<file path="src/rtl/nsd_pkg.sv">
package nsd_pkg;

    localparam int DIM_BITS_DEFAULT = 16;
    localparam int ACC_W            = 24;
    localparam int S_TDATA_W        = 8;
    localparam int S_TUSER_W        = 2;
    localparam int M_TDATA_W        = 104;
    localparam int M_TUSER_W        = 2;

    localparam logic [ACC_W-1:0] ACC_MAX = 24'hFFFFFF;
    localparam logic [15:0]      MAXV_8  = 16'd255;
    localparam logic [15:0]      MAXV_16 = 16'hFFFF;

    // actions on the input tuser
    localparam logic [1:0] ACT_DATA    = 2'd0;
    localparam logic [1:0] ACT_EOF     = 2'd1;
    localparam logic [1:0] ACT_RESTART = 2'd2;

    // result kinds on the output tuser
    localparam logic [1:0] KIND_HEADER = 2'd0;
    localparam logic [1:0] KIND_PIXEL  = 2'd1;
    localparam logic [1:0] KIND_ERROR  = 2'd2;

    localparam logic [1:0] ERR_NONE   = 2'd0;
    localparam logic [1:0] ERR_HEADER = 2'd1;
    localparam logic [1:0] ERR_SHORT  = 2'd2;
    localparam logic [1:0] ERR_BITMAP = 2'd3;

    localparam logic [2:0] FMT_P1 = 3'd1;
    localparam logic [2:0] FMT_P2 = 3'd2;
    localparam logic [2:0] FMT_P3 = 3'd3;
    localparam logic [2:0] FMT_P4 = 3'd4;
    localparam logic [2:0] FMT_P5 = 3'd5;
    localparam logic [2:0] FMT_P6 = 3'd6;

    localparam logic [7:0] CH_P    = 8'h50;
    localparam logic [7:0] CH_0    = 8'h30;
    localparam logic [7:0] CH_1    = 8'h31;
    localparam logic [7:0] CH_6    = 8'h36;
    localparam logic [7:0] CH_9    = 8'h39;
    localparam logic [7:0] CH_HASH = 8'h23;
    localparam logic [7:0] CH_NL   = 8'h0A;
    localparam logic [7:0] CH_CR   = 8'h0D;
    localparam logic [7:0] CH_TAB  = 8'h09;
    localparam logic [7:0] CH_SP   = 8'h20;

    typedef enum logic [2:0] {
        PH_MAGIC0,
        PH_MAGIC1,
        PH_WIDTH,
        PH_HEIGHT,
        PH_MAXVAL,
        PH_PIXELS,
        PH_HALT
    } phase_t;

    typedef enum logic [2:0] {
        CS_IDLE,
        CS_EXEC,
        CS_MUL,
        CS_CMP,
        CS_ITER,
        CS_DONE,
        CS_EOF,
        CS_BITS
    } ctl_state_t;

    typedef struct packed {
        logic load;
        logic exec;
        logic div_mul;
        logic div_cmp;
        logic div_iter;
        logic div_done;
        logic eof_err;
        logic bit_emit;
    } nsd_cmd_t;

    typedef struct packed {
        logic out_free;
        logic go_div;
        logic go_bits;
        logic div_last;
        logic eof_go;
        logic bits_last;
    } nsd_status_t;

endpackage

</file>
<file path="src/rtl/nsd_ctrl.sv">
module nsd_ctrl (
    input  logic                 aclk,
    input  logic                 aresetn,
    input  logic                 s_tvalid,
    output logic                 s_tready,
    input  nsd_pkg::nsd_status_t status,
    output nsd_pkg::nsd_cmd_t    cmd
);
    import nsd_pkg::*;

    ctl_state_t state_reg, state_next;

    always_ff @(posedge aclk) begin
        if (!aresetn) begin
            state_reg <= CS_IDLE;
        end else begin
            state_reg <= state_next;
        end
    end

    always_comb begin
        state_next = state_reg;
        cmd        = '0;
        s_tready   = 1'b0;
        unique case (state_reg)
            CS_IDLE: begin
                s_tready = 1'b1;
                if (s_tvalid) begin
                    cmd.load   = 1'b1;
                    state_next = CS_EXEC;
                end
            end
            CS_EXEC: begin
                if (status.out_free) begin
                    cmd.exec = 1'b1;
                    if (status.go_div) begin
                        state_next = CS_MUL;
                    end else if (status.go_bits) begin
                        state_next = CS_BITS;
                    end else begin
                        state_next = CS_IDLE;
                    end
                end
            end
            CS_MUL: begin
                cmd.div_mul = 1'b1;
                state_next  = CS_CMP;
            end
            CS_CMP: begin
                cmd.div_cmp = 1'b1;
                state_next  = CS_ITER;
            end
            CS_ITER: begin
                cmd.div_iter = 1'b1;
                if (status.div_last) begin
                    state_next = CS_DONE;
                end
            end
            CS_DONE: begin
                if (status.out_free) begin
                    cmd.div_done = 1'b1;
                    state_next   = status.eof_go ? CS_EOF : CS_IDLE;
                end
            end
            CS_EOF: begin
                if (status.out_free) begin
                    cmd.eof_err = 1'b1;
                    state_next  = CS_IDLE;
                end
            end
            CS_BITS: begin
                if (status.out_free) begin
                    cmd.bit_emit = 1'b1;
                    if (status.bits_last) begin
                        state_next = CS_IDLE;
                    end
                end
            end
            default: begin
                state_next = CS_IDLE;
            end
        endcase
    end

endmodule

</file>
<file path="src/rtl/nsd_datapath.sv">
module nsd_datapath #(
    parameter int DIM_BITS = nsd_pkg::DIM_BITS_DEFAULT
) (
    input  logic                           aclk,
    input  logic                           aresetn,
    input  logic [nsd_pkg::S_TDATA_W-1:0]  s_tdata,
    input  logic [nsd_pkg::S_TUSER_W-1:0]  s_tuser,
    output logic                           m_tvalid,
    input  logic                           m_tready,
    output logic [nsd_pkg::M_TDATA_W-1:0]  m_tdata,
    output logic [nsd_pkg::M_TUSER_W-1:0]  m_tuser,
    output logic                           m_tlast,
    input  nsd_pkg::nsd_cmd_t              cmd,
    output nsd_pkg::nsd_status_t           status
);
    import nsd_pkg::*;

    localparam int DW = DIM_BITS;
    localparam logic [ACC_W:0] DIM_MAX = ((ACC_W+1)'(1) << DIM_BITS) - (ACC_W+1)'(1);

    // parser state
    logic [1:0]       act_reg, act_next;
    logic [7:0]       byte_reg, byte_next;
    phase_t           phase_reg, phase_next;
    logic [2:0]       fmt_reg, fmt_next;
    logic [DW-1:0]    width_reg, width_next;
    logic             wbad_reg, wbad_next;
    logic [DW-1:0]    height_reg, height_next;
    logic [15:0]      maxs_reg, maxs_next;
    logic [DW-1:0]    col_reg, col_next;
    logic [DW-1:0]    row_reg, row_next;
    logic [ACC_W-1:0] acc_reg, acc_next;
    logic             innum_reg, innum_next;
    logic             incom_reg, incom_next;
    logic [1:0]       comp_reg, comp_next;
    logic [15:0]      hred_reg, hred_next;
    logic [15:0]      hgrn_reg, hgrn_next;
    logic [7:0]       hhi_reg, hhi_next;
    logic             bph_reg, bph_next;
    logic             eofp_reg, eofp_next;
    logic [2:0]       bitk_reg, bitk_next;
    // divider
    logic [ACC_W-1:0] divv_reg, divv_next;
    logic [31:0]      divd_reg, divd_next;
    logic [15:0]      divr_reg, divr_next;
    logic [7:0]       divq_reg, divq_next;
    logic [2:0]       divk_reg, divk_next;
    logic             dsat_reg, dsat_next;
    // output register
    logic             ovld_reg, ovld_next;
    logic [1:0]       okind_reg, okind_next;
    logic [2:0]       ofmt_reg, ofmt_next;
    logic [15:0]      ow_reg, ow_next, oh_reg, oh_next, om_reg, om_next;
    logic [15:0]      or_reg, or_next, og_reg, og_next, ob_reg, ob_next;
    logic [1:0]       oerr_reg, oerr_next;
    logic             olast_reg, olast_next;

    logic [DW:0]      col_inc, row_inc;
    logic             fin;
    logic             out_free;

    // working signals
    logic             do_pix, do_err, do_hdr, do_comp, num_done;
    logic [15:0]      pr, pg, pb, comp_v;
    logic [1:0]       err_code;
    logic [ACC_W-1:0] num_v;
    logic [7:0]       c;
    logic [27:0]      mul10;
    logic [16:0]      trial;
    logic [7:0]       lowb;
    logic [7:0]       sval;
    logic             done_pix;

    assign out_free = !ovld_reg || m_tready;
    assign col_inc  = {1'b0, col_reg} + (DW+1)'(1);
    assign row_inc  = {1'b0, row_reg} + (DW+1)'(1);
    assign fin      = (row_inc >= {1'b0, height_reg}) && (col_inc >= {1'b0, width_reg});
    assign c        = byte_reg;
    assign lowb     = divd_reg[7:0];
    assign trial    = {divr_reg, lowb[divk_reg]};
    assign sval     = dsat_reg ? 8'hFF : divq_reg;
    assign done_pix = (fmt_reg == FMT_P2) || (comp_reg == 2'd2);

    always_comb begin
        act_next = act_reg;   byte_next = byte_reg;   phase_next = phase_reg;
        fmt_next = fmt_reg;   width_next = width_reg; wbad_next = wbad_reg;
        height_next = height_reg; maxs_next = maxs_reg;
        col_next = col_reg;   row_next = row_reg;     acc_next = acc_reg;
        innum_next = innum_reg; incom_next = incom_reg; comp_next = comp_reg;
        hred_next = hred_reg; hgrn_next = hgrn_reg;   hhi_next = hhi_reg;
        bph_next = bph_reg;   eofp_next = eofp_reg;   bitk_next = bitk_reg;
        divv_next = divv_reg; divd_next = divd_reg;   divr_next = divr_reg;
        divq_next = divq_reg; divk_next = divk_reg;   dsat_next = dsat_reg;
        ovld_next = ovld_reg && !m_tready;
        okind_next = okind_reg; ofmt_next = ofmt_reg; ow_next = ow_reg;
        oh_next = oh_reg; om_next = om_reg; or_next = or_reg; og_next = og_reg;
        ob_next = ob_reg; oerr_next = oerr_reg; olast_next = olast_reg;

        status          = '0;
        status.out_free = out_free;
        status.div_last = (divk_reg == 3'd0);
        status.eof_go   = eofp_reg && !(done_pix && fin);
        status.bits_last = (col_inc >= {1'b0, width_reg}) || (bitk_reg == 3'd7);

        do_pix = 1'b0; do_err = 1'b0; do_hdr = 1'b0; do_comp = 1'b0; num_done = 1'b0;
        pr = '0; pg = '0; pb = '0; comp_v = '0; err_code = ERR_NONE; num_v = '0;
        mul10 = ({4'b0, acc_reg} << 3) + ({4'b0, acc_reg} << 1) + 28'(c - CH_0);

        if (cmd.load) begin
            act_next  = s_tuser;
            byte_next = s_tdata;
            bitk_next = '0;
        end

        if (cmd.exec) begin
            if (act_reg == ACT_RESTART) begin
                phase_next = PH_MAGIC0; fmt_next = '0; width_next = '0; wbad_next = 1'b0;
                height_next = '0; maxs_next = '0; col_next = '0; row_next = '0;
                acc_next = '0; innum_next = 1'b0; incom_next = 1'b0; comp_next = '0;
                hred_next = '0; hgrn_next = '0; hhi_next = '0; bph_next = 1'b0;
                eofp_next = 1'b0;
            end else if (act_reg == ACT_EOF && phase_reg != PH_HALT) begin
                if (phase_reg != PH_PIXELS) begin
                    do_err = 1'b1; err_code = ERR_HEADER;
                end else if ((fmt_reg == FMT_P2 || fmt_reg == FMT_P3) && innum_reg) begin
                    // pending sample finishes first; a short-image error follows unless it completes the image
                    innum_next = 1'b0; incom_next = 1'b0; acc_next = '0;
                    divv_next = acc_reg; eofp_next = 1'b1; status.go_div = 1'b1;
                end else begin
                    do_err = 1'b1; err_code = ERR_SHORT;
                end
            end else if (act_reg == ACT_DATA && phase_reg != PH_HALT) begin
                if (phase_reg == PH_MAGIC0) begin
                    if (c != CH_P) begin
                        do_err = 1'b1; err_code = ERR_HEADER;
                    end else begin
                        phase_next = PH_MAGIC1;
                    end
                end else if (phase_reg == PH_MAGIC1) begin
                    if (c < CH_1 || c > CH_6) begin
                        do_err = 1'b1; err_code = ERR_HEADER;
                    end else begin
                        fmt_next   = 3'(c - CH_0);
                        phase_next = PH_WIDTH;
                    end
                end else if (!(incom_reg && c != CH_NL)) begin
                    incom_next = 1'b0;
                    if (phase_reg != PH_PIXELS || fmt_reg == FMT_P2 || fmt_reg == FMT_P3) begin
                        if (c >= CH_0 && c <= CH_9) begin
                            acc_next   = (mul10 > {4'b0, ACC_MAX}) ? ACC_MAX : mul10[ACC_W-1:0];
                            innum_next = 1'b1;
                        end else if (c == CH_HASH) begin
                            incom_next = 1'b1;
                        end else if (innum_reg) begin
                            innum_next = 1'b0;
                            acc_next   = '0;
                            num_done   = 1'b1;
                            num_v      = acc_reg;
                        end
                    end else if (fmt_reg == FMT_P1) begin
                        if (c == CH_HASH) begin
                            incom_next = 1'b1;
                        end else if (c == CH_0 || c == CH_1) begin
                            do_pix = 1'b1;
                            pr = {15'b0, c[0]}; pg = pr; pb = pr;
                        end else if (!(c == CH_SP || c == CH_TAB || c == CH_CR || c == CH_NL)) begin
                            do_err = 1'b1; err_code = ERR_BITMAP;
                        end
                    end else if (fmt_reg == FMT_P4) begin
                        status.go_bits = 1'b1;
                    end else begin
                        if (maxs_reg == MAXV_8) begin
                            comp_v = {8'b0, c};
                        end else if (!bph_reg) begin
                            hhi_next = c;
                            bph_next = 1'b1;
                        end else begin
                            bph_next = 1'b0;
                            comp_v   = {hhi_reg, c};
                        end
                        if (maxs_reg == MAXV_8 || bph_reg) begin
                            if (fmt_reg == FMT_P5) begin
                                do_pix = 1'b1; pr = comp_v; pg = comp_v; pb = comp_v;
                            end else begin
                                do_comp = 1'b1;
                            end
                        end
                    end
                end
            end
        end

        if (num_done) begin
            unique case (phase_reg)
                PH_WIDTH: begin
                    width_next = DW'(num_v);
                    wbad_next  = (num_v == '0) || ({1'b0, num_v} > DIM_MAX);
                    phase_next = PH_HEIGHT;
                end
                PH_HEIGHT: begin
                    height_next = DW'(num_v);
                    if (wbad_reg || num_v == '0 || {1'b0, num_v} > DIM_MAX) begin
                        do_err = 1'b1; err_code = ERR_HEADER;
                    end else if (fmt_reg == FMT_P1 || fmt_reg == FMT_P4) begin
                        maxs_next = 16'd1;
                        do_hdr    = 1'b1;
                    end else begin
                        phase_next = PH_MAXVAL;
                    end
                end
                PH_MAXVAL: begin
                    if (fmt_reg == FMT_P2 || fmt_reg == FMT_P3) begin
                        if (num_v == '0 || num_v > ACC_W'(MAXV_16)) begin
                            do_err = 1'b1; err_code = ERR_HEADER;
                        end
                    end else if (num_v != ACC_W'(MAXV_8) && num_v != ACC_W'(MAXV_16)) begin
                        do_err = 1'b1; err_code = ERR_HEADER;
                    end
                    if (!do_err) begin
                        maxs_next = num_v[15:0];
                        do_hdr    = 1'b1;
                    end
                end
                default: begin
                    divv_next     = num_v;
                    status.go_div = 1'b1;
                end
            endcase
        end

        // value*255/maxval: quotient is 8 bits unless saturated
        if (cmd.div_mul) begin
            divd_next = {divv_reg, 8'b0} - {8'b0, divv_reg};
        end
        if (cmd.div_cmp) begin
            dsat_next = divd_reg >= {8'b0, maxs_reg, 8'b0};
            divr_next = divd_reg[23:8];
            divk_next = 3'd7;
            divq_next = '0;
        end
        if (cmd.div_iter) begin
            if (trial >= {1'b0, maxs_reg}) begin
                divr_next = 16'(trial - {1'b0, maxs_reg});
                divq_next[divk_reg] = 1'b1;
            end else begin
                divr_next = trial[15:0];
            end
            divk_next = divk_reg - 3'd1;
        end
        if (cmd.div_done) begin
            eofp_next = 1'b0;
            comp_v    = {8'b0, sval};
            if (fmt_reg == FMT_P2) begin
                do_pix = 1'b1; pr = comp_v; pg = comp_v; pb = comp_v;
            end else begin
                do_comp = 1'b1;
            end
        end
        if (cmd.eof_err) begin
            do_err = 1'b1; err_code = ERR_SHORT;
        end
        if (cmd.bit_emit) begin
            do_pix = 1'b1;
            pr = {15'b0, c[3'd7 - bitk_reg]}; pg = pr; pb = pr;
            bitk_next = bitk_reg + 3'd1;
        end

        if (do_comp) begin
            unique case (comp_reg)
                2'd0: begin hred_next = comp_v; comp_next = 2'd1; end
                2'd1: begin hgrn_next = comp_v; comp_next = 2'd2; end
                default: begin
                    comp_next = 2'd0;
                    do_pix = 1'b1; pr = hred_reg; pg = hgrn_reg; pb = comp_v;
                end
            endcase
        end

        if (do_err || do_hdr || do_pix) begin
            ovld_next = 1'b1; ofmt_next = fmt_reg;
            ow_next = '0; oh_next = '0; om_next = '0;
            or_next = '0; og_next = '0; ob_next = '0;
            oerr_next = ERR_NONE; olast_next = 1'b0;
        end
        if (do_err) begin
            phase_next = PH_HALT;
            okind_next = KIND_ERROR; oerr_next = err_code; olast_next = 1'b1;
        end else if (do_hdr) begin
            phase_next = PH_PIXELS; col_next = '0; row_next = '0;
            okind_next = KIND_HEADER;
            ow_next = 16'(width_reg); oh_next = 16'(height_next); om_next = maxs_next;
        end else if (do_pix) begin
            okind_next = KIND_PIXEL;
            or_next = pr; og_next = pg; ob_next = pb; olast_next = fin;
            if (col_inc >= {1'b0, width_reg}) begin
                col_next = '0;
                row_next = row_inc[DW-1:0];
            end else begin
                col_next = col_inc[DW-1:0];
            end
            if (fin) begin
                phase_next = PH_HALT;
            end
        end
    end

    always_ff @(posedge aclk) begin
        if (!aresetn) begin
            phase_reg <= PH_MAGIC0; fmt_reg <= '0; width_reg <= '0; wbad_reg <= 1'b0;
            height_reg <= '0; maxs_reg <= '0; col_reg <= '0; row_reg <= '0;
            acc_reg <= '0; innum_reg <= 1'b0; incom_reg <= 1'b0; comp_reg <= '0;
            hred_reg <= '0; hgrn_reg <= '0; hhi_reg <= '0; bph_reg <= 1'b0;
            eofp_reg <= 1'b0; bitk_reg <= '0; divk_reg <= '0; ovld_reg <= 1'b0;
        end else begin
            phase_reg <= phase_next; fmt_reg <= fmt_next; width_reg <= width_next;
            wbad_reg <= wbad_next; height_reg <= height_next; maxs_reg <= maxs_next;
            col_reg <= col_next; row_reg <= row_next; acc_reg <= acc_next;
            innum_reg <= innum_next; incom_reg <= incom_next; comp_reg <= comp_next;
            hred_reg <= hred_next; hgrn_reg <= hgrn_next; hhi_reg <= hhi_next;
            bph_reg <= bph_next; eofp_reg <= eofp_next; bitk_reg <= bitk_next;
            divk_reg <= divk_next; ovld_reg <= ovld_next;
        end
    end

    always_ff @(posedge aclk) begin
        act_reg <= act_next; byte_reg <= byte_next;
        divv_reg <= divv_next; divd_reg <= divd_next; divr_reg <= divr_next;
        divq_reg <= divq_next; dsat_reg <= dsat_next;
        okind_reg <= okind_next; ofmt_reg <= ofmt_next; ow_reg <= ow_next;
        oh_reg <= oh_next; om_reg <= om_next; or_reg <= or_next; og_reg <= og_next;
        ob_reg <= ob_next; oerr_reg <= oerr_next; olast_reg <= olast_next;
    end

    assign m_tvalid = ovld_reg;
    assign m_tuser  = okind_reg;
    assign m_tlast  = olast_reg;
    assign m_tdata  = {3'b0, oerr_reg, ob_reg, og_reg, or_reg, om_reg, oh_reg, ow_reg, ofmt_reg};

endmodule

</file>
<file path="src/rtl/netpbm_stream_decoder.sv">
// A byte is accepted, then executed into the output register. An ASCII sample that
// completes on a P2/P3 byte then goes through the serial divider by maxval: a
// multiply, a compare and 8 quotient steps, then a finish. A new byte is taken only
// when the last is done; a P4 byte gives up to 8 pixel beats, one a cycle while the
// output is free. Output stalls hold execution. Synchronous active-low aresetn (and
// the restart action) return the parser to waiting for the first magic byte.
module netpbm_stream_decoder #(
    parameter int DIM_BITS = nsd_pkg::DIM_BITS_DEFAULT
) (
    input  logic                          aclk,
    input  logic                          aresetn,
    input  logic                          s_tvalid,
    output logic                          s_tready,
    input  logic [nsd_pkg::S_TDATA_W-1:0] s_tdata,  // [7:0] data_byte
    input  logic [nsd_pkg::S_TUSER_W-1:0] s_tuser,  // [1:0] action
    output logic                          m_tvalid,
    input  logic                          m_tready,
    // [2:0] format, [18:3] width, [34:19] height, [50:35] maxval, [66:51] red,
    // [82:67] green, [98:83] blue, [100:99] error_code, [103:101] zero
    output logic [nsd_pkg::M_TDATA_W-1:0] m_tdata,
    output logic [nsd_pkg::M_TUSER_W-1:0] m_tuser,  // [1:0] kind
    output logic                          m_tlast
);
    import nsd_pkg::*;

    nsd_cmd_t    cmd;
    nsd_status_t status;

    nsd_ctrl u_ctrl (
        .aclk     (aclk),
        .aresetn  (aresetn),
        .s_tvalid (s_tvalid),
        .s_tready (s_tready),
        .status   (status),
        .cmd      (cmd)
    );

    nsd_datapath #(
        .DIM_BITS (DIM_BITS)
    ) u_dp (
        .aclk     (aclk),
        .aresetn  (aresetn),
        .s_tdata  (s_tdata),
        .s_tuser  (s_tuser),
        .m_tvalid (m_tvalid),
        .m_tready (m_tready),
        .m_tdata  (m_tdata),
        .m_tuser  (m_tuser),
        .m_tlast  (m_tlast),
        .cmd      (cmd),
        .status   (status)
    );

endmodule

</file>
<file path="config.mk">
export PLATFORM = sky130hd
export DESIGN_NAME = netpbm_stream_decoder
export DESIGN_NICKNAME = d
export VERILOG_FILES = /design/src/rtl/nsd_pkg.sv /design/src/rtl/nsd_ctrl.sv /design/src/rtl/nsd_datapath.sv /design/src/rtl/netpbm_stream_decoder.sv
export SDC_FILE = /design/constraint.sdc
export NUM_CORES = 1
export LEC_CHECK = 0
export BUFFER_PORTS_ARGS = -buffer_cell sky130_fd_sc_hd__clkbuf_2
export CAP_MARGIN = 40
export CORE_MARGIN = 4
export CORE_UTILIZATION = 30
export DETAILED_ROUTE_END_ITERATION = 10
export PLACE_DENSITY = 0.43
export SYNTH_ARGS = -nofsm -noshare
export SYNTH_HDL_FRONTEND = slang
export SYNTH_SLANG_ARGS = --single-unit
</file>
<file path="constraint.sdc">
create_clock -name aclk -period 6.6 [get_ports aclk]
set_input_delay 0.66 -clock aclk [delete_from_list [all_inputs] [get_ports aclk]]
set_output_delay 0.66 -clock aclk [all_outputs]
set_load 0.02 [all_outputs]
</file>
==> results of run 1 <==
## logic make-up (layout without fill, tap and decap cells)
kind of cell | Yosys count | after routing | share of synthesized area [%]
and+or+nand+nor | 773 | 773 | 18.3
AOI/OAI and AO/OA | 600 | 600 | 21.0
DFF | 362 | 362 | 39.8
buffers and inverters | 249 | 351 | 5.21
adders and majority gates | 144 | 144 | 10.0
xor gates and xnor gates | 87 | 87 | 3.84
muxes | 30 | 30 | 1.84
other | 1 | 3 | 0.0189
## where the power goes
part	internal [µW]	leakage (µW)	switching, µW
clock network	1440	0.000720	1000
logic	352	0.00533	742
registers	2360	0.00291	144
## stage by stage
step           total power [µW]  worst slack [ns]
6_report                   6040              1.33
5_1_grt                    6310             0.964
4_1_cts                    6120              1.32
3_5_place_dp               3640              1.35
3_3_place_gp               3600              1.46
2_1_floorplan              3280             0.736
## layer usage
layer | share of wire, % | routed length [µm] | track usage, % | vias up
met5 | 0.020 | 13 | 0 | -
met4 | 2.2 | 1400 | 4.54 | 2
met3 | 5.4 | 3470 | 2.55 | 78
met2 | 43 | 27700 | 27.0 | 481
met1 | 49 | 31000 | 25.7 | 8182
li1 | - | - | - | 8248
## path summary, 6_finish.rpt
check / from / depth (start not counted) / endpoint / slack [ns]
max: u_dp.byte_reg[4] / 14 / u_dp.acc_reg[14] / 1.33
max reg2reg: u_dp.byte_reg[4] / 14 / u_dp.acc_reg[14] / 1.33
min: s_tdata[0] / 1 / u_dp.byte_reg[0] / 0.26
min reg2reg: u_dp.ow_reg[9] / 2 / u_dp.ow_reg[9] / 0.45
## cell type report
type / instances / area share (%)
clock inverters: 20 / 0.831
inverters: 120 / 1.99
clock buffers: 60 / 5.51
well taps: 855 / 4.71
flip-flops and latches: 362 / 34.7
repair buffers: 151 / 4.01
multi-input cells: 1637 / 48.2
## Yosys cell counts (30+ instances only)
| master | instances | area, µm² |
|---|---|---|
| buf_2 | 30 | 150 |
| a21oi_1 | 124 | 621 |
| nand2_1 | 231 | 867 |
| o21ai_1 | 35 | 175 |
| dfxtp_1 | 298 | 5970 |
| xor2_1 | 32 | 280 |
| nor3_1 | 62 | 310 |
| ha_1 | 120 | 1500 |
| and3_1 | 31 | 194 |
| nand3_1 | 56 | 280 |
| xnor2_1 | 55 | 482 |
| edfxtp_1 | 64 | 1920 |
| a31oi_1 | 66 | 413 |
| nor2_1 | 234 | 878 |
| o21ai_0 | 101 | 505 |
| inv_1 | 120 | 450 |
| a221o_1 | 49 | 490 |
| clkbuf_1 | 86 | 323 |
| a22oi_1 | 33 | 248 |
| nand2b_1 | 34 | 213 |
==> results.txt, run 1 <==
----------------------------------------------------
[Clock network]
  Clock latency on the worst-skew pair ... between 0.5 and 0.6 ns
  Clock tree root buffer cell ... clkbuf_16
  Max Root-Sink Buffers ... 3
  Number of H-tree levels ... 2
  Clock slew at the register clock pins of the worst setup and hold paths ... approximately 0.06 ns
  Sink Count ... 362
  Number of setup buffers added after CTS ... 0
  Cts hold-fix bufs ... 0
  Clock tree from TritonCTS ... done
  Post-CTS resize count ... 0
  Number of buffers created by CTS ... 43

[Run status]
  Result of the run ... complete, no violations

[Placed design]
  Area post-placement ... approximately 0.021 mm²
  Detailed Place HPWL ... 46,500 µm
  Port Buffer Count ... about 120
  Last weighted congestion value of the routability-driven placer ... between 0.8 and 0.9
  Cell Count Post-Placement ... around 3.1k

[Setup path]
  Crit path arrival time ... between 5 and 6 ns
  Crit-path leading delay family ... compound AO/OA/AOI/OAI gates
  CP startpoint kind ... flop
  Slowest-stage cell, CP ... a2111oi_0
  Largest fanout of any net on the critical path ... 19
  Required time at the worst-slack endpoint ... about 7 ns
  Setup Crit Path Kind ... flop to flop
  Count of buffer and inverter cells on the critical path ... 1
  Critical path's largest stage delay ... around 0.71 ns
  Worst Setup End Kind ... flop
  Ordered cell list for the critical path ... ha_1 -> nor2_4 -> buf_4 -> fa_1 -> ha_1 -> nor3_1 -> nor2_1 -> o31ai_1 -> a2111oi_0 -> nor3_1 -> a221o_1 -> a2bb2oi_2 -> o21a_1 -> a221o_1

[Finish]
  Max FFs per register ... 32
  Total number of nets in the final design ... 2,473
  Cell Count, Final, Fillers Out ... 3,205
  Storage element area ... just under 0.008 mm²
  Layout cells sized above 1 ... a little under an eighth
  Share of the core filled with cells in the final layout ... 35.0%
  Count of inserted antenna diode cells ... 0
  Post-route standard cell area excluding fillers ... approximately 0.023 mm²
  Multi-input combinational cell area ... approximately 0.011 mm²
  Number of fillers in the final layout ... 6,703
  Commonest non-fill, non-tap cell in the layout ... dfxtp_1
  Area growth from synthesis to final layout ... 14.6%
  Commonest cells after routing, fill and taps aside ... dfxtp_1 (298), nor2_1 (231), nand2_1 (230)

[Timing]
  Final Hold Violating Endpoints ... 0
  RSZ-0062 raised after global routing ... no
  Sum of negative setup slack ... 0 ns
  Slew HR ... 38.3%
  Hold WS ... between 0.2 and 0.3 ns
  Max Fclk ... 0.190 GHz
  Period utilisation layout ... approximately 80%
  Largest clock skew in the final design ... a little over 0.02 ns
  Shortest period the worst path allows ... roughly 5.3 ns
  Number of slew-limit violations in the final report ... 0
  Final setup viols ... 0
  Worst slew pin tran ... between 0.9 and 1 ns

[Power and ir drop]
  Cell leakage power ... between 0.008 and 0.009 µW
  Power per Cell Area ... about 270 mW/mm²
  Highest ir drop seen on vdd ... approximately 0.18 mV

[Global routing]
  Global Route Usage Sum ... 17.5%
  Number of global-route vias before repair ... about 16k
  Pin count of the biggest net entering global routing ... slightly above 60
  Initial antenna violation count ... 3
  Overall overflow remaining after global route ... 0
  Wire length of the first global-routing pass ... slightly below 100,000 µm

[Synthesis]
  YS warnings ... 0
  Sequential element share of the synthesized area ... between 30% and 40%
  Proportion of synthesized flip-flops having asynchronous set or reset ... 0%
  Avg Cell Area, Syn ... around 9 µm²
  Register bit total from synthesis ... 362
  Post-synth design cell area ... 0.0198 mm²
  Number of instances in the synthesized netlist ... 2,246
  Top flip-flop cell by instance count after synthesis ... dfxtp_1
  Cell variety after synth ... about 90
  Count of flip-flops with a built-in enable after synthesis ... 64

[Routing]
  Routed vias/inst ... 5.30
  # DRC ... 0
  Final routed wire length divided by cell count ... around 20 µm
  Router iterations before antenna repair ... 5
  DRC violation total after the first TritonRoute iteration ... between 1k and 1.5k
  Total Wirelength ... ~64,000 µm
  Final ANT Viol Nets ... 0
  Detailed-route via count ... ~17k

[Floorplanning]
  Std-Cell Core Area ... between 0.06 and 0.07 mm²
  Die ar. ... between 0.07 and 0.08 mm²
  Vertical die dimension ... approximately 270 µm
  Number of top-level design ports ... approximately 120
  Initial core utilization ... roughly 31%
  Standard-cell row count ... 93
  Width of the die ... ~270 µm

[Min path]
  Worst hold path class ... primary input to flop

[Job]
  Max_cap viols ... 0

----------------------------------------------------
(Power assumes the default switching activity.)
==> run 2: changes to the inputs <==
Settings changed: ABC_AREA set to 1, PLACE_DENSITY 0.43 to 0.45.
Clock period 6.6 ns to 4.7 ns, I/O delays scaled along.
==> run 2 against run 1 <==
Effect of this change:
- worst setup slack worse by 0.89 ns
- clock-buffer cell count up 2
- die area up 5.7%
- clock power up 44%
- worst hold slack worse by 0.19 ns
- fmax up 24%
- sequential share of layout area down 2.0 points
- largest cell class unchanged
==> results.txt, run 2 <==
----------------------------------------------------
[Global routing]
  Overall overflow remaining after global route ... 0 (unchanged)
  Wire length of the first global-routing pass ... 106,000 µm (+8.4%)
  Pin count of the biggest net entering global routing ... 101 (+63%)
  Number of global-route vias before repair ... 18.1k (+11%)
  Global Route Usage Sum ... 17.9% (+0.40 points)
  Initial antenna violation count ... 2 (-1)

[Clock network]
  Cts hold-fix bufs ... 0 (unchanged)
  Number of buffers created by CTS ... 44 (+2.3%)
  Clock tree root buffer cell ... clkbuf_16
  Post-CTS resize count ... 0 (unchanged)
  Clock tree from TritonCTS ... done
  Sink Count ... 362 (unchanged)
  Max Root-Sink Buffers ... 3 (unchanged)
  Clock slew at the register clock pins of the worst setup and hold paths ... 0.06 ns (about the same)
  Number of H-tree levels ... 2 (unchanged)
  Clock latency on the worst-skew pair ... 0.60 ns (+0.02 ns)
  Number of setup buffers added after CTS ... 0 (unchanged)

[Synthesis]
  Count of flip-flops with a built-in enable after synthesis ... 64 (unchanged)
  Post-synth top cells ... nand2_1 (533), inv_1 (306), dfxtp_1 (298)
  Biggest area contributors in the synthesized netlist ... dfxtp_1 (28%), nand2_1 (9.5%), edfxtp_1 (9.2%)
  Cell variety after synth ... 64 (-27%)
  Top flip-flop cell by instance count after synthesis ... dfxtp_1
  Most common cell in the netlist ... nand2_1
  Register bit total from synthesis ... 362 (unchanged)
  YS warnings ... 0 (unchanged)
  Avg Cell Area, Syn ... 7.62 µm² (-14%)
  Sequential element share of the synthesized area ... 37.6% (-2.2 points)
  Leading area contributor after synthesis ... dfxtp_1
  Proportion of synthesized flip-flops having asynchronous set or reset ... 0% (unchanged)
  Post-synth design cell area ... 0.0210 mm² (+5.9%)
  Number of instances in the synthesized netlist ... 2,755 (+23%)
  Area share of the leading cell type in the synthesized netlist ... 28.4% (-1.7 points)

[Finish]
  Layout cells sized above 1 ... 12.2% (+0.21 points)
  Area growth from synthesis to final layout ... 15.1%
  Max FFs per register ... 32 (unchanged)
  Commonest non-fill, non-tap cell in the layout ... nand2_1
  Total number of nets in the final design ... 3,021 (+22%)
  Share of the core filled with cells in the final layout ... 35.0% (about the same)
  Commonest cells after routing, fill and taps aside ... nand2_1 (533), inv_1 (306), dfxtp_1 (298)

[Timing]
  Final setup viols ... 0 (unchanged)
  Number of slew-limit violations in the final report ... 0 (unchanged)
  Slew HR ... 44.3% (+6.1 points)
  Sum of negative setup slack ... 0 ns (unchanged)
  Period utilisation layout ... 90.6% (+11 points)
  Shortest period the worst path allows ... 4.26 ns (-1.01 ns)
  Largest clock skew in the final design ... 0.0330 ns (+0.0123 ns)
  Worst slew pin tran ... 0.833 ns (-0.0859 ns)
  RSZ-0062 raised after global routing ... no
  Final Hold Violating Endpoints ... 0 (unchanged)
  Max Fclk ... 0.235 GHz (+24%)

[Floorplanning]
  Number of top-level design ports ... 123 (unchanged)
  Standard-cell row count ... 96 (+3.2%)
  Die ar. ... 0.0743 mm² (+5.7%)
  Std-Cell Core Area ... 0.0689 mm² (+6.2%)
  Vertical die dimension ... 272 µm (+2.8%)
  Initial core utilization ... 30.4% (-0.097 points)
  Width of the die ... 272 µm (+2.8%)

[Setup path]
  Crit path arrival time ... 4.70 ns (-1.07 ns)
  CP startpoint kind ... flop
  Setup Crit Path Kind ... flop to flop
  Largest fanout of any net on the critical path ... 24 (+5)
  Required time at the worst-slack endpoint ... 5.14 ns (-1.96 ns)
  Worst Setup End Kind ... flop

[Min path]
  Worst hold path class ... primary input to flop

[Placed design]
  Detailed Place HPWL ... 51,900 µm (+12%)
  Last weighted congestion value of the routability-driven placer ... 0.872 (+1.6%)
  Port Buffer Count ... 119 (unchanged)

[Job]
  Max_cap viols ... 0 (unchanged)

[Routing]
  # DRC ... 0 (unchanged)
  Final routed wire length divided by cell count ... 17.9 µm (-9.7%)
  Detailed-route via count ... 19.1k (+12%)
  DRC violation total after the first TritonRoute iteration ... 1,142 (-4.4%)
  Router iterations before antenna repair ... 6 (+1)
  Final ANT Viol Nets ... 0 (unchanged)
  Total Wirelength ... 68,600 µm (+7.9%)
  Routed vias/inst ... 4.99 (-6.0%)

[Run status]
  Result of the run ... complete, no violations

[Power and ir drop]
  Cell leakage power ... 0.0104 µW (+16%)
  Highest ir drop seen on vdd ... 0.201 mV (+14%)
  Power per Cell Area ... 294 mW/mm² (+11%)

----------------------------------------------------
## run 2: critical path, cell delays in order (launching register included)
cell and delay (ns):
edfxtp_1 0.54, ha_1 0.35, xor2_1 0.20, fa_1 0.56, inv_1 0.05, ha_1 0.34, nand2_1 0.08, o21ai_0 0.26
a21o_1 0.16, a21oi_1 0.13, o21ai_0 0.44, nand4_1 0.18, nand3_1 0.12, nand2_1 0.05, nor2_1 0.08, buf_4 0.30
nand3_1 0.14, nand2_1 0.08, a21oi_1 0.05
## run 2: layer usage
layer	wire length (µm)	track usage, %	vias up
met2	30400	28.3	448
met5	0	0	-
met4	1570	4.64	0
met3	3110	2.62	98
li1	-	-	9520
met1	33500	25.6	9034
## run 2: logic make-up after synthesis
kind of cell | synth area share (%)
AND/OR/NAND/NOR | 25.1
AO/OA/AOI/OAI | 15.8
buffers and inverters | 8.46
flip-flops | 37.6
adder cells (fa/ha/maj) | 9.44
XOR/XNOR | 3.46
multiplexers | 0.107
other | 0.0179
## run 2: metrics by stage
| step | instances | hold slack (ns) | setup slack [ns] | instance area (µm²) | total power [µW] |
|---|---|---|---|---|---|
| 4_1_cts | 3830 | 0.0267 | 0.258 | 24100 | 7210 |
| 2_1_floorplan | 2757 | 0.420 | 0.0708 | 21000 | 3540 |
| 5_1_grt | 3830 | 0.0455 | 0.0196 | 24100 | 7380 |
| 3_3_place_gp | 3746 | 0.448 | 0.396 | 22600 | 3650 |
| 6_report | 3831 | 0.0686 | 0.440 | 24100 | 7100 |
| 3_5_place_dp | 3748 | 0.452 | 0.289 | 22600 | 3660 |
## run 2: path summary, 6_finish.rpt
kind	startpoint	endpoint	slack, ns	cells after the start
hold / removal	s_tdata[3]	u_dp.byte_reg[3]	0.07	1
setup / recovery	u_dp.byte_reg[4]	u_dp.acc_reg[16]	0.44	18
hold reg to reg	u_dp.oh_reg[4]	u_dp.oh_reg[4]	0.45	2
setup reg to reg	u_dp.byte_reg[4]	u_dp.acc_reg[16]	0.44	18
## run 2: area by class of cell
class / instances / area, µm²
fill: 7391 / 44800
multi-input combinational: 1963 / 11400
sequential: 362 / 7890
clock buffer: 62 / 1300
inverter: 323 / 1230
tap: 931 / 1160
timing repair buffer: 169 / 1010
clock inverter: 20 / 196
antenna: 1 / 2.50
## run 2: where the power goes
part           internal, µW  switching [µW]
Combinational           106             288
Sequential             3170            27.3
Clock                  2060            1450
==> run 3: changes to the inputs <==
Settings changed: BUFFER_PORTS_ARGS -buffer_cell sky130_fd_sc_hd__clkbuf_2 to -buffer_cell sky130_fd_sc_hd__buf_2.
==> run 3 against run 2 <==
Effect of this change:
- flip-flop and latch count unchanged
- critical endpoint is now u_dp.acc_reg[18]
- combinational power up 2%
- largest power group unchanged
- critical path type unchanged
- final area down 0.34%
- largest cell class unchanged
==> results.txt, run 3 (synthesis gave the netlist of run 2 again) <==
----------------------------------------------------
[Setup path]
  Worst Setup End Kind ... flop
  Required time at the worst-slack endpoint ... 5.14 ns (about the same)
  CP startpoint kind ... flop
  Slowest-stage cell, CP ... edfxtp_1
  Worst Setup SP ... u_dp.byte_reg[4]
  Setup Crit Path Kind ... flop to flop
  Crit path arrival time ... 4.74 ns (+0.04 ns)
  Logic depth of the worst register-to-register path ... 17 (-1)
  Ordered cell list for the critical path ... inv_1 -> ha_1 -> inv_1 -> fa_1 -> inv_1 -> ha_1 -> nand2_1 -> o21ai_0 -> a21boi_0 -> o21ai_0 -> a21boi_0 -> o21ai_0 -> a21oi_1 -> xor2_1 -> nand3_1 -> nand2_1 -> a21oi_1
  End of the worst register-to-register path ... u_dp.acc_reg[18]
  Register-to-Register Setup Slack ... 0.40 ns (-0.04 ns)
  Launching point of the worst reg2reg path ... u_dp.byte_reg[4]
  Largest fanout of any net on the critical path ... 8 (-67%)
  Critical path's largest stage delay ... 0.55 ns (about the same)

[Min path]
  Worst hold path class ... primary input to flop
  Hold-critical path depth ... 1 (unchanged)
  Hold wc startpoint ... s_tdata[3]
  Endpoint of the worst hold-timing path ... u_dp.byte_reg[3]

[Power and ir drop]
  Cell leakage power ... 0.0104 µW (+0.36%)
  Highest ir drop seen on vdd ... 0.220 mV (+9.2%)
  Power per Cell Area ... 288 mW/mm² (-1.8%)

[Timing]
  Hold WS ... 0.0788 ns (+0.0102 ns)
  Shortest period the worst path allows ... 4.30 ns (+0.0398 ns)
  Final Hold Violating Endpoints ... 0 (unchanged)
  Period utilisation layout ... 91.5% (+0.85 points)
  Number of slew-limit violations in the final report ... 0 (unchanged)
  Sum of negative setup slack ... 0 ns (unchanged)
  Largest clock skew in the final design ... 0.0206 ns (-0.0124 ns)
  Max Fclk ... 0.233 GHz (-0.92%)
  RSZ-0062 raised after global routing ... no
  Final setup viols ... 0 (unchanged)
  Worst slew pin tran ... 0.775 ns (-0.0582 ns)
  Slew HR ... 48.3% (+3.9 points)

[Finish]
  Area growth from synthesis to final layout ... 14.7%
  Commonest cells after routing, fill and taps aside ... nand2_1 (532), inv_1 (306), dfxtp_1 (298)
  Layout cells sized above 1 ... 11.8% (-0.43 points)
  Max FFs per register ... 32 (unchanged)
  Commonest non-fill, non-tap cell in the layout ... nand2_1
  Total number of nets in the final design ... 3,022 (+0.033%)
  Number of fillers in the final layout ... 7,381 (-0.14%)

[Floorplanning]
  Width of the die ... 272 µm (unchanged)
  Vertical die dimension ... 272 µm (unchanged)
  Number of top-level design ports ... 123 (unchanged)
  Standard-cell row count ... 96 (unchanged)
  Die ar. ... 0.0743 mm² (unchanged)
  Std-Cell Core Area ... 0.0689 mm² (unchanged)
  Initial core utilization ... 30.4% (unchanged)

[Clock network]
  Cts hold-fix bufs ... 0 (unchanged)
  Number of buffers created by CTS ... 43 (-2.3%)
  Sink Count ... 362 (unchanged)
  Number of setup buffers added after CTS ... 0 (unchanged)
  Clock tree from TritonCTS ... done
  Max Root-Sink Buffers ... 3 (unchanged)
  Number of H-tree levels ... 2 (unchanged)
  Clock latency on the worst-skew pair ... 0.58 ns (-0.02 ns)
  Post-CTS resize count ... 0 (unchanged)
  Clock slew at the register clock pins of the worst setup and hold paths ... 0.06 ns (about the same)
  Clock tree root buffer cell ... clkbuf_16

[Run status]
  Result of the run ... complete, no violations

[Placed design]
  Port Buffer Count ... 119 (unchanged)
  Detailed Place HPWL ... 52,100 µm (+0.33%)
  Last weighted congestion value of the routability-driven placer ... 0.881 (+1.0%)

[Job]
  Max_cap viols ... 0 (unchanged)

[Global routing]
  Initial antenna violation count ... 2 (unchanged)
  Pin count of the biggest net entering global routing ... 101 (unchanged)
  Wire length of the first global-routing pass ... 107,000 µm (+0.83%)
  Number of global-route vias before repair ... 18.5k (+1.9%)
  Overall overflow remaining after global route ... 0 (unchanged)
  Global Route Usage Sum ... 18.0% (+0.089 points)

[Routing]
  Total Wirelength ... 68,800 µm (+0.27%)
  # DRC ... 0 (unchanged)
  Final routed wire length divided by cell count ... 18.0 µm (+0.38%)
  Final ANT Viol Nets ... 0 (unchanged)
  Router iterations before antenna repair ... 5 (-1)
  Routed vias/inst ... 5.00 (+0.32%)
  Detailed-route via count ... 19.1k (+0.22%)
  DRC violation total after the first TritonRoute iteration ... 1,325 (+16%)

----------------------------------------------------
[run 3: changes by cell type in the layout (fill, tap and decap cells not counted), moves of 2 or more]
cell / change
buf_2: +119
clkbuf_2: -119
clkinv_4: -4
clkbuf_1: +7
clkbuf_8: -6
buf_12: +2
clkinv_2: -4
[run 3: worst max-delay path by stage]
stage	to	slack, ns	depth (start not counted)
after floorplan	u_dp.acc_reg[3]	0.07	18
after global placement	u_dp.phase_reg[2]	0.56	22
after detailed placement	u_dp.phase_reg[2]	0.45	22
after CTS	u_dp.phase_reg[2]	0.43	22
after global routing	u_dp.col_reg[11]	0.06	21
final	u_dp.acc_reg[18]	0.40	17
[run 3: area by class of cell]
class | count | area (µm²) | area share [%]
Antenna cell | 1 | 2.50 | 0.0104
Multi-Input combinational cell | 1963 | 11400 | 47.2
Sequential cell | 362 | 7890 | 32.8
Inverter | 323 | 1220 | 5.08
Clock inverter | 14 | 166 | 0.691
Tap cell | 931 | 1160 | 4.84
Timing Repair Buffer | 171 | 1050 | 4.36
Clock buffer | 62 | 1220 | 5.06
[run 3: metal layers]
metal,global-route usage [%],routed length (µm),vias up
met5,0,13,-
met2,29.1,30700,493
met3,2.81,3500,87
li1,-,-,9510
met4,4.18,1330,2
met1,25.3,33200,9050
[run 3: stage by stage]
| stage | cell area (µm²) | setup WS [ns] | util (%) | cells | power [µW] |
|---|---|---|---|---|---|
| 6_report | 24100 | 0.400 | 34.9 | 3827 | 6940 |
| 5_1_grt | 24100 | 0.0631 | 34.9 | 3826 | 7190 |
| 4_1_cts | 24100 | 0.432 | 34.9 | 3826 | 7040 |
| 3_5_place_dp | 22700 | 0.450 | 32.9 | 3750 | 3660 |
| 3_3_place_gp | 22600 | 0.563 | 32.8 | 3745 | 3650 |
| 2_1_floorplan | 21000 | 0.0708 | - | 2757 | 3540 |
[run 3: worst max-delay path: cells and delay by family (launching register included)]
family / cells / cell delay, ns
AO/OA/AOI/OAI: 7 / 1.81
AND/OR/NAND/NOR: 3 / 0.23
adder cells (fa/ha/maj): 3 / 1.17
flip-flops: 1 / 0.55
XOR/XNOR: 1 / 0.15
buffers and inverters: 3 / 0.25
[run 3: report_power, final]
part | internal, µW | switching [µW] | leakage, µW
Combinational | 109 | 289 | 0.00668
Sequential | 3170 | 26.7 | 0.00308
Clock | 1970 | 1380 | 0.000678
Total | 5250 | 1690 | 0.0104
